File: src/design/mips_subset_execute_assert.svh
// Assertion macros shared by the execute block RTL.
// Included by files that check their own logic; no other dependencies.
`ifndef MIPS_SUBSET_EXECUTE_ASSERT_SVH
`define MIPS_SUBSET_EXECUTE_ASSERT_SVH

`ifndef SYNTH
// Concurrent check on an explicit clock and active-low reset
`define MSE_ASSERT_CLK(lbl, clk, rstn, prop, msg) \
  lbl: assert property (@(posedge clk) disable iff (!rstn) prop) else $error(msg);
// Concurrent check on the block clock and reset
`define MSE_ASSERT(lbl, prop, msg) `MSE_ASSERT_CLK(lbl, clk_i, rst_ni, prop, msg)
`else
`define MSE_ASSERT_CLK(lbl, clk, rstn, prop, msg)
`define MSE_ASSERT(lbl, prop, msg)
`endif

`endif

File: src/design/mse_pkg.sv
// Shared types and encodings for the MIPS subset execute block.
// No dependencies; used by mse_exec and mips_subset_execute.
package mse_pkg;

  // Reset value of the text base and of the program counter
  localparam logic [31:0] TEXT_BASE_RESET = 32'h0040_0000;

  // Configuration register indexes
  localparam int unsigned CFG_IDX_W = 2;
  localparam logic [CFG_IDX_W-1:0] CFG_TEXT_BASE   = 2'd0;
  localparam logic [CFG_IDX_W-1:0] CFG_INSTR_COUNT = 2'd1;

  // Primary opcodes
  localparam logic [5:0] OP_SPECIAL = 6'd0;
  localparam logic [5:0] OP_J       = 6'd2;
  localparam logic [5:0] OP_JAL     = 6'd3;
  localparam logic [5:0] OP_BEQ     = 6'd4;
  localparam logic [5:0] OP_BNE     = 6'd5;
  localparam logic [5:0] OP_ADDIU   = 6'd9;
  localparam logic [5:0] OP_SLTIU   = 6'd11;
  localparam logic [5:0] OP_ANDI    = 6'd12;
  localparam logic [5:0] OP_ORI     = 6'd13;
  localparam logic [5:0] OP_LUI     = 6'd15;
  localparam logic [5:0] OP_LW      = 6'd35;
  localparam logic [5:0] OP_SW      = 6'd43;

  // Function codes of SPECIAL
  localparam logic [5:0] FN_SLL  = 6'd0;
  localparam logic [5:0] FN_SRL  = 6'd2;
  localparam logic [5:0] FN_JR   = 6'd8;
  localparam logic [5:0] FN_ADDU = 6'd33;
  localparam logic [5:0] FN_SUBU = 6'd35;
  localparam logic [5:0] FN_AND  = 6'd36;
  localparam logic [5:0] FN_OR   = 6'd37;
  localparam logic [5:0] FN_NOR  = 6'd39;
  localparam logic [5:0] FN_SLTU = 6'd43;

  // Link register of jal
  localparam logic [4:0] REG_RA = 5'd31;

  // Outcome of one executed instruction, carried down the pipeline
  typedef struct packed {
    logic [31:0] npc;
    logic        bad;
    logic        wr;     // register write, never to register zero
    logic [4:0]  dest;
    logic [31:0] val;
    logic        lw;     // write value comes from data memory
    logic        st;
    logic [31:0] maddr;
    logic [31:0] mval;
  } ex_res_t;

endpackage

File: src/design/mse_exec.sv
// Decode and ALU of the execute block: one instruction, operands already resolved.
// Depends on mse_pkg for opcodes and the result struct.
module mse_exec (
  input  logic [31:0]     instr_i,
  input  logic [31:0]     pc_i,
  input  logic            halted_i,
  input  logic [31:0]     rs_val_i,
  input  logic [31:0]     rt_val_i,
  output mse_pkg::ex_res_t res_o
);
  import mse_pkg::*;

  logic [5:0]  op;
  logic [5:0]  fn;
  logic [4:0]  rt;
  logic [4:0]  rd;
  logic [4:0]  sh;
  logic [31:0] sext;
  logic [31:0] zext;
  logic [31:0] pc4;
  logic [31:0] br_tgt;

  assign op     = instr_i[31:26];
  assign fn     = instr_i[5:0];
  assign rt     = instr_i[20:16];
  assign rd     = instr_i[15:11];
  assign sh     = instr_i[10:6];
  assign sext   = {{16{instr_i[15]}}, instr_i[15:0]};
  assign zext   = {16'h0000, instr_i[15:0]};
  assign pc4    = pc_i + 32'd4;
  assign br_tgt = pc4 + {sext[29:0], 2'b00};

  always_comb begin
    res_o = '0;
    res_o.npc = pc4;
    case (op)
      // register-register group
      OP_SPECIAL: begin
        res_o.wr = 1'b1;
        res_o.dest = rd;
        case (fn)
          FN_ADDU: res_o.val = rs_val_i + rt_val_i;
          FN_AND:  res_o.val = rs_val_i & rt_val_i;
          FN_JR: begin
            res_o.wr = 1'b0;
            res_o.npc = rs_val_i;
          end
          FN_NOR:  res_o.val = ~(rs_val_i | rt_val_i);
          FN_OR:   res_o.val = rs_val_i | rt_val_i;
          FN_SLTU: res_o.val = {31'd0, rs_val_i < rt_val_i};
          FN_SLL:  res_o.val = rt_val_i << sh;
          FN_SRL:  res_o.val = rt_val_i >> sh;
          FN_SUBU: res_o.val = rs_val_i - rt_val_i;
          default: begin
            res_o.wr = 1'b0;
            res_o.bad = 1'b1;
          end
        endcase
      end
      // jumps keep the upper nibble of pc+4
      OP_J: res_o.npc = {pc4[31:28], instr_i[25:0], 2'b00};
      OP_JAL: begin
        res_o.npc = {pc4[31:28], instr_i[25:0], 2'b00};
        res_o.wr = 1'b1;
        res_o.dest = REG_RA;
        res_o.val = pc4;
      end
      OP_ADDIU: begin
        res_o.wr = 1'b1;
        res_o.dest = rt;
        res_o.val = rs_val_i + sext;
      end
      OP_ANDI: begin
        res_o.wr = 1'b1;
        res_o.dest = rt;
        res_o.val = rs_val_i & zext;
      end
      OP_ORI: begin
        res_o.wr = 1'b1;
        res_o.dest = rt;
        res_o.val = rs_val_i | zext;
      end
      OP_LUI: begin
        res_o.wr = 1'b1;
        res_o.dest = rt;
        res_o.val = {instr_i[15:0], 16'h0000};
      end
      OP_SLTIU: begin
        res_o.wr = 1'b1;
        res_o.dest = rt;
        res_o.val = {31'd0, rs_val_i < sext};
      end
      OP_BEQ: if (rs_val_i == rt_val_i) res_o.npc = br_tgt;
      OP_BNE: if (rs_val_i != rt_val_i) res_o.npc = br_tgt;
      OP_LW: begin
        res_o.wr = 1'b1;
        res_o.dest = rt;
        res_o.lw = 1'b1;
        res_o.maddr = rs_val_i + sext;
      end
      OP_SW: begin
        res_o.st = 1'b1;
        res_o.maddr = rs_val_i + sext;
        res_o.mval = rt_val_i;
      end
      default: res_o.bad = 1'b1;
    endcase

    // illegal word or halted core: PC holds, nothing written
    if (res_o.bad || halted_i) begin
      res_o = '0;
      res_o.npc = pc_i;
      res_o.bad = 1'b1;
    end

    // register zero is never written
    if (res_o.dest == '0) begin
      res_o.wr = 1'b0;
    end
    if (!res_o.wr) begin
      res_o.dest = '0;
      res_o.val = '0;
      res_o.lw = 1'b0;
    end
  end

endmodule

File: config.mk
export PLATFORM = sky130hd
export DESIGN_NAME = mse_exec
export DESIGN_NICKNAME = d
export VERILOG_FILES = /design/src/design/mips_subset_execute_assert.svh /design/src/design/mse_pkg.sv /design/src/design/mse_exec.sv
export SDC_FILE = /design/constraint.sdc
export NUM_CORES = 1
export LEC_CHECK = 0
export BUFFER_PORTS_ARGS = -buffer_cell sky130_fd_sc_hd__buf_4
export CAP_MARGIN = 20
export CORE_MARGIN = 1
export CORE_UTILIZATION = 40
export DETAILED_ROUTE_END_ITERATION = 7
export MAX_ROUTING_LAYER = met4
export PLACE_DENSITY_LB_ADDON = 0.2
export SLEW_MARGIN = 40
export SYNTH_ARGS = -nofsm -noshare
export SYNTH_HDL_FRONTEND = slang
export SYNTH_SLANG_ARGS = --single-unit
File: constraint.sdc
create_clock -name vclk -period 23.6
set_input_delay 7.08 -clock vclk [all_inputs]
set_output_delay 7.08 -clock vclk [all_outputs]
set_load 0.005 [all_outputs]
After elaboration in Yosys (flattened, before gate mapping) --
Index checks and enable logic that the tools add are counted.
Cells by class: add/sub/neg operators 5, multipliers 0, div/mod/pow operators 0, magnitude comparators 2, equality and inequality tests 21, shifts and indexed selects 2, multiplexer cells 17, bitwise logic cells 5, reductions and logical operators 10
Operators with widths (number):
- $pmux 32 s8 | 1
- $pmux 32 s7 | 1
- $mux 32 | 5
- $mux 137 | 1
- $pmux 32 s4 | 1
- $add 32x32->32 | 3
- $lt 32x32->1 | 2
- $eq 6x6->1 const B | 8
- $mux 38 | 1
- $eq 6x4->1 const B | 6
- $add 32x3->32 const B | 1
- $and 32x16->32 | 1
- $and 32x32->32 | 1
- $eq 32x32->1 | 1
- $ne 32x32->1 | 1
- $not 32->32 | 1
- $or 32x16->32 | 1
- $or 32x32->32 | 1
- $shl 32x5->32 | 1
- $shr 32x5->32 | 1
- $sub 32x32->32 | 1
- $eq 6x2->1 const B | 3
- $pmux 6 s3 | 1
- $eq 6x3->1 const B | 2
- 10 further kinds | 16
Storage, ports and cells: flip-flop bits (word level) 0, latch bits 0, RAM bits 0, ROM bits 0, bits of input ports 129, output and inout port bits 137, logic and storage cells 62, memories kept 0

Longest topological paths before layout --
word-level depth 9, mapped depth 16, gate-level depth less buffers 16

Least setup slack after synthesis --
Ideal clock, no wire load.
path type input to output, from in instr_i[8], to out res_o[83] (netlist name), arrival 10.302 ns, required time 16.520 ns, path slack 6.218 ns, stages 15, buffers on the path 4, path through buf_2 -> inv_2 -> buf_1 -> clkbuf_1 -> buf_2 -> ha_1 -> inv_1 -> nor2_1 -> a311o_1 -> o31ai_1 -> o21bai_1 -> a211o_1 -> xor2_1 -> nand2b_1 -> a31oi_1
RTL lines:
- start: declaration | RTL line mse_exec.sv:4 | input logic [31:0] instr_i,
- end: declaration | RTL line mse_exec.sv:9 | output mse_pkg::ex_res_t res_o

==> results by group <==
Run status
  • Status: completed

STA
  • Final hold vios: 0
  • Worst-Margin Slew: approximately 0.96 ns
  • Post-layout minimum cycle time: roughly 19 ns
  • Count of pins over their slew limit: 0
  • Fin Setup TNS: 0 ns
  • Final setup fails: 0
  • RSZ-0062 raised after global routing: false
  • Final WS setup: ~5 ns
  • Max Clk Rate: between 50 and 60 MHz
  • Period utilisation layout: approximately four fifths
  • Rel. slew slack: 35.7%

Drt
  • Mean routed wirelength per cell: 30.9 um
  • Drt total wl: about 95000 um
  • Vias per cell: roughly 7
  • Routed via count: 21824
  • DRC errors left: 0
  • Router iterations before antenna repair: 7
  • Initial drt markers: roughly 3300
  • Post-route ant nets: 0

Synth
  • Synth top area share: 17.0%
  • Synthesized cell area: 16300 sq um
  • Biggest area consumer among synthesized cells: ha_1
  • Warnings from Yosys: 0
  • Cells after synthesis: around 2400
  • Netlist cell types: 100
  • Post-synthesis sequential area ratio: 0%
  • Largest cells by area after synthesis: ha_1, nor2_1, a21oi_1, o21ai_0, mux4_2
  • Syn_nets: around 2800
  • Syn Area/Cell: just under 7 sq um

Global routing
  • Tot GR Track Use: 44.9%
  • Antenna violations before repair: 3
  • Grt total ovfl: 0
  • Largest net degree at the start of global routing: 75
  • Vias in the first global route: about 20000
  • First-pass GRT wire length: between 100000 and 150000 um

Die
  • Die width: approximately 200 um
  • I/O pin cnt: 266
  • Die area: between 40000 and 50000 sq um
  • Initial Util: between 40% and 50%
  • Core box area: ~40000 sq um
  • Rows: 73
  • DIE HEIGHT: 204 um

Layout
  • Area of the multi-input gates: about 15000 sq um
  • FF+latch count: 0
  • Commonest non-fill, non-tap cell in the layout: buf_4
  • Most frequent cells in the layout: buf_4, nor2_1, ha_1, a21oi_1, nand2_1
  • Finished Core Util: roughly 47%
  • Post-Layout Cell Count: ~3100
  • Ratio of cells with drive above 1 in the final layout: between 15 and 20%
  • Area taken by flip-flops and latches: 0 sq um
  • Clk_buf instances: 0
  • Synth-to-layout area growth: 14.2%
  • # nets final: 2903
  • Filler Cells Inserted: about 4300

Placed design
  • Placed Cells: a little over 3000
  • HPWL after DPL: roughly 74000 um
  • Port Buffers: around 270
  • Final GP Congestion: 1.04
  • Pre-CTS setup slack: between 5 and 6 ns

Setup path
  • Slowest CP cell: clkinv_1
  • Nature of the critical path startpoint: input port
  • Crit-path max cell delay: 0.80 ns
  • Crit path max-delay family: compound AO/OA/AOI/OAI gates
  • WP data required: 16.52 ns
  • Arrival time at the worst endpoint: roughly 12 ns
  • CP Buf/Inv Count: 3
  • Max FO, Critical Path: 35
  • WS Path Type: input port to output pin
  • Worst path cell trace: buf_4 -> clkinv_1 -> ha_1 -> or3b_1 -> a31oi_1 -> o21ai_0 -> o211a_1 -> a21o_1 -> a211oi_1 -> xnor2_1 -> o21ai_0 -> a211o_1 -> buf_4
  • Critical Path End Type: output pin

Clock network
  • Post-CTS resize count: 0
  • Postcts setup bufs: 0
  • Cts hold-fix bufs: 0

Hold path
  • Hold Crit Class: input port to output pin

Flow run
  • Max-cap viol count: 0
-- stage by stage --
stage	hold slack, ns	area (sq um)
floorplan	14.28	16300
global placement	14.52	18600
detailed placement	14.51	18600
CTS	14.52	18600
global route	14.55	18600
finish	14.53	18600
-- final timing paths --
path,start,end,slack (ns),cells past startpoint
worst max-delay path,instr_i[15],res_o[93],4.88,13
worst min-delay path,pc_i[29],res_o[134],14.53,4
-- area by class of cell --
cell class                 instances  area share [%]
multi-input combinational       2092            81.2
antenna                            3          0.0403
inverter                         157            3.17
timing repair buffer             298            12.0
tap                              525            3.53
-- cells by family after synthesis --
logic type / share of synthesized area, %
adder cells (fa/ha/maj): 17.5
AND/OR/NAND/NOR: 24.1
buffers and inverters: 7.80
multiplexers: 9.72
AO/OA/AOI/OAI: 36.6
XOR/XNOR: 4.30
-- cell usage after synthesis, types with 51 or more instances --
library cell,instances
ha_1,221
mux2i_1,69
nor2_1,301
inv_1,155
nand3_1,55
clkbuf_1,111
xnor2_1,64
a21oi_1,180
a221oi_1,51
o21ai_0,159
nand2_1,180
nor4_1,52
-- per-layer routing --
metal	up-vias	part of all wire [%]	GRT usage, %
li1	9431	-	-
met1	10482	41	61.0
met2	1653	43	67.5
met3	258	11	5.52
met4	0	4.7	16.6
met5	-	0	-
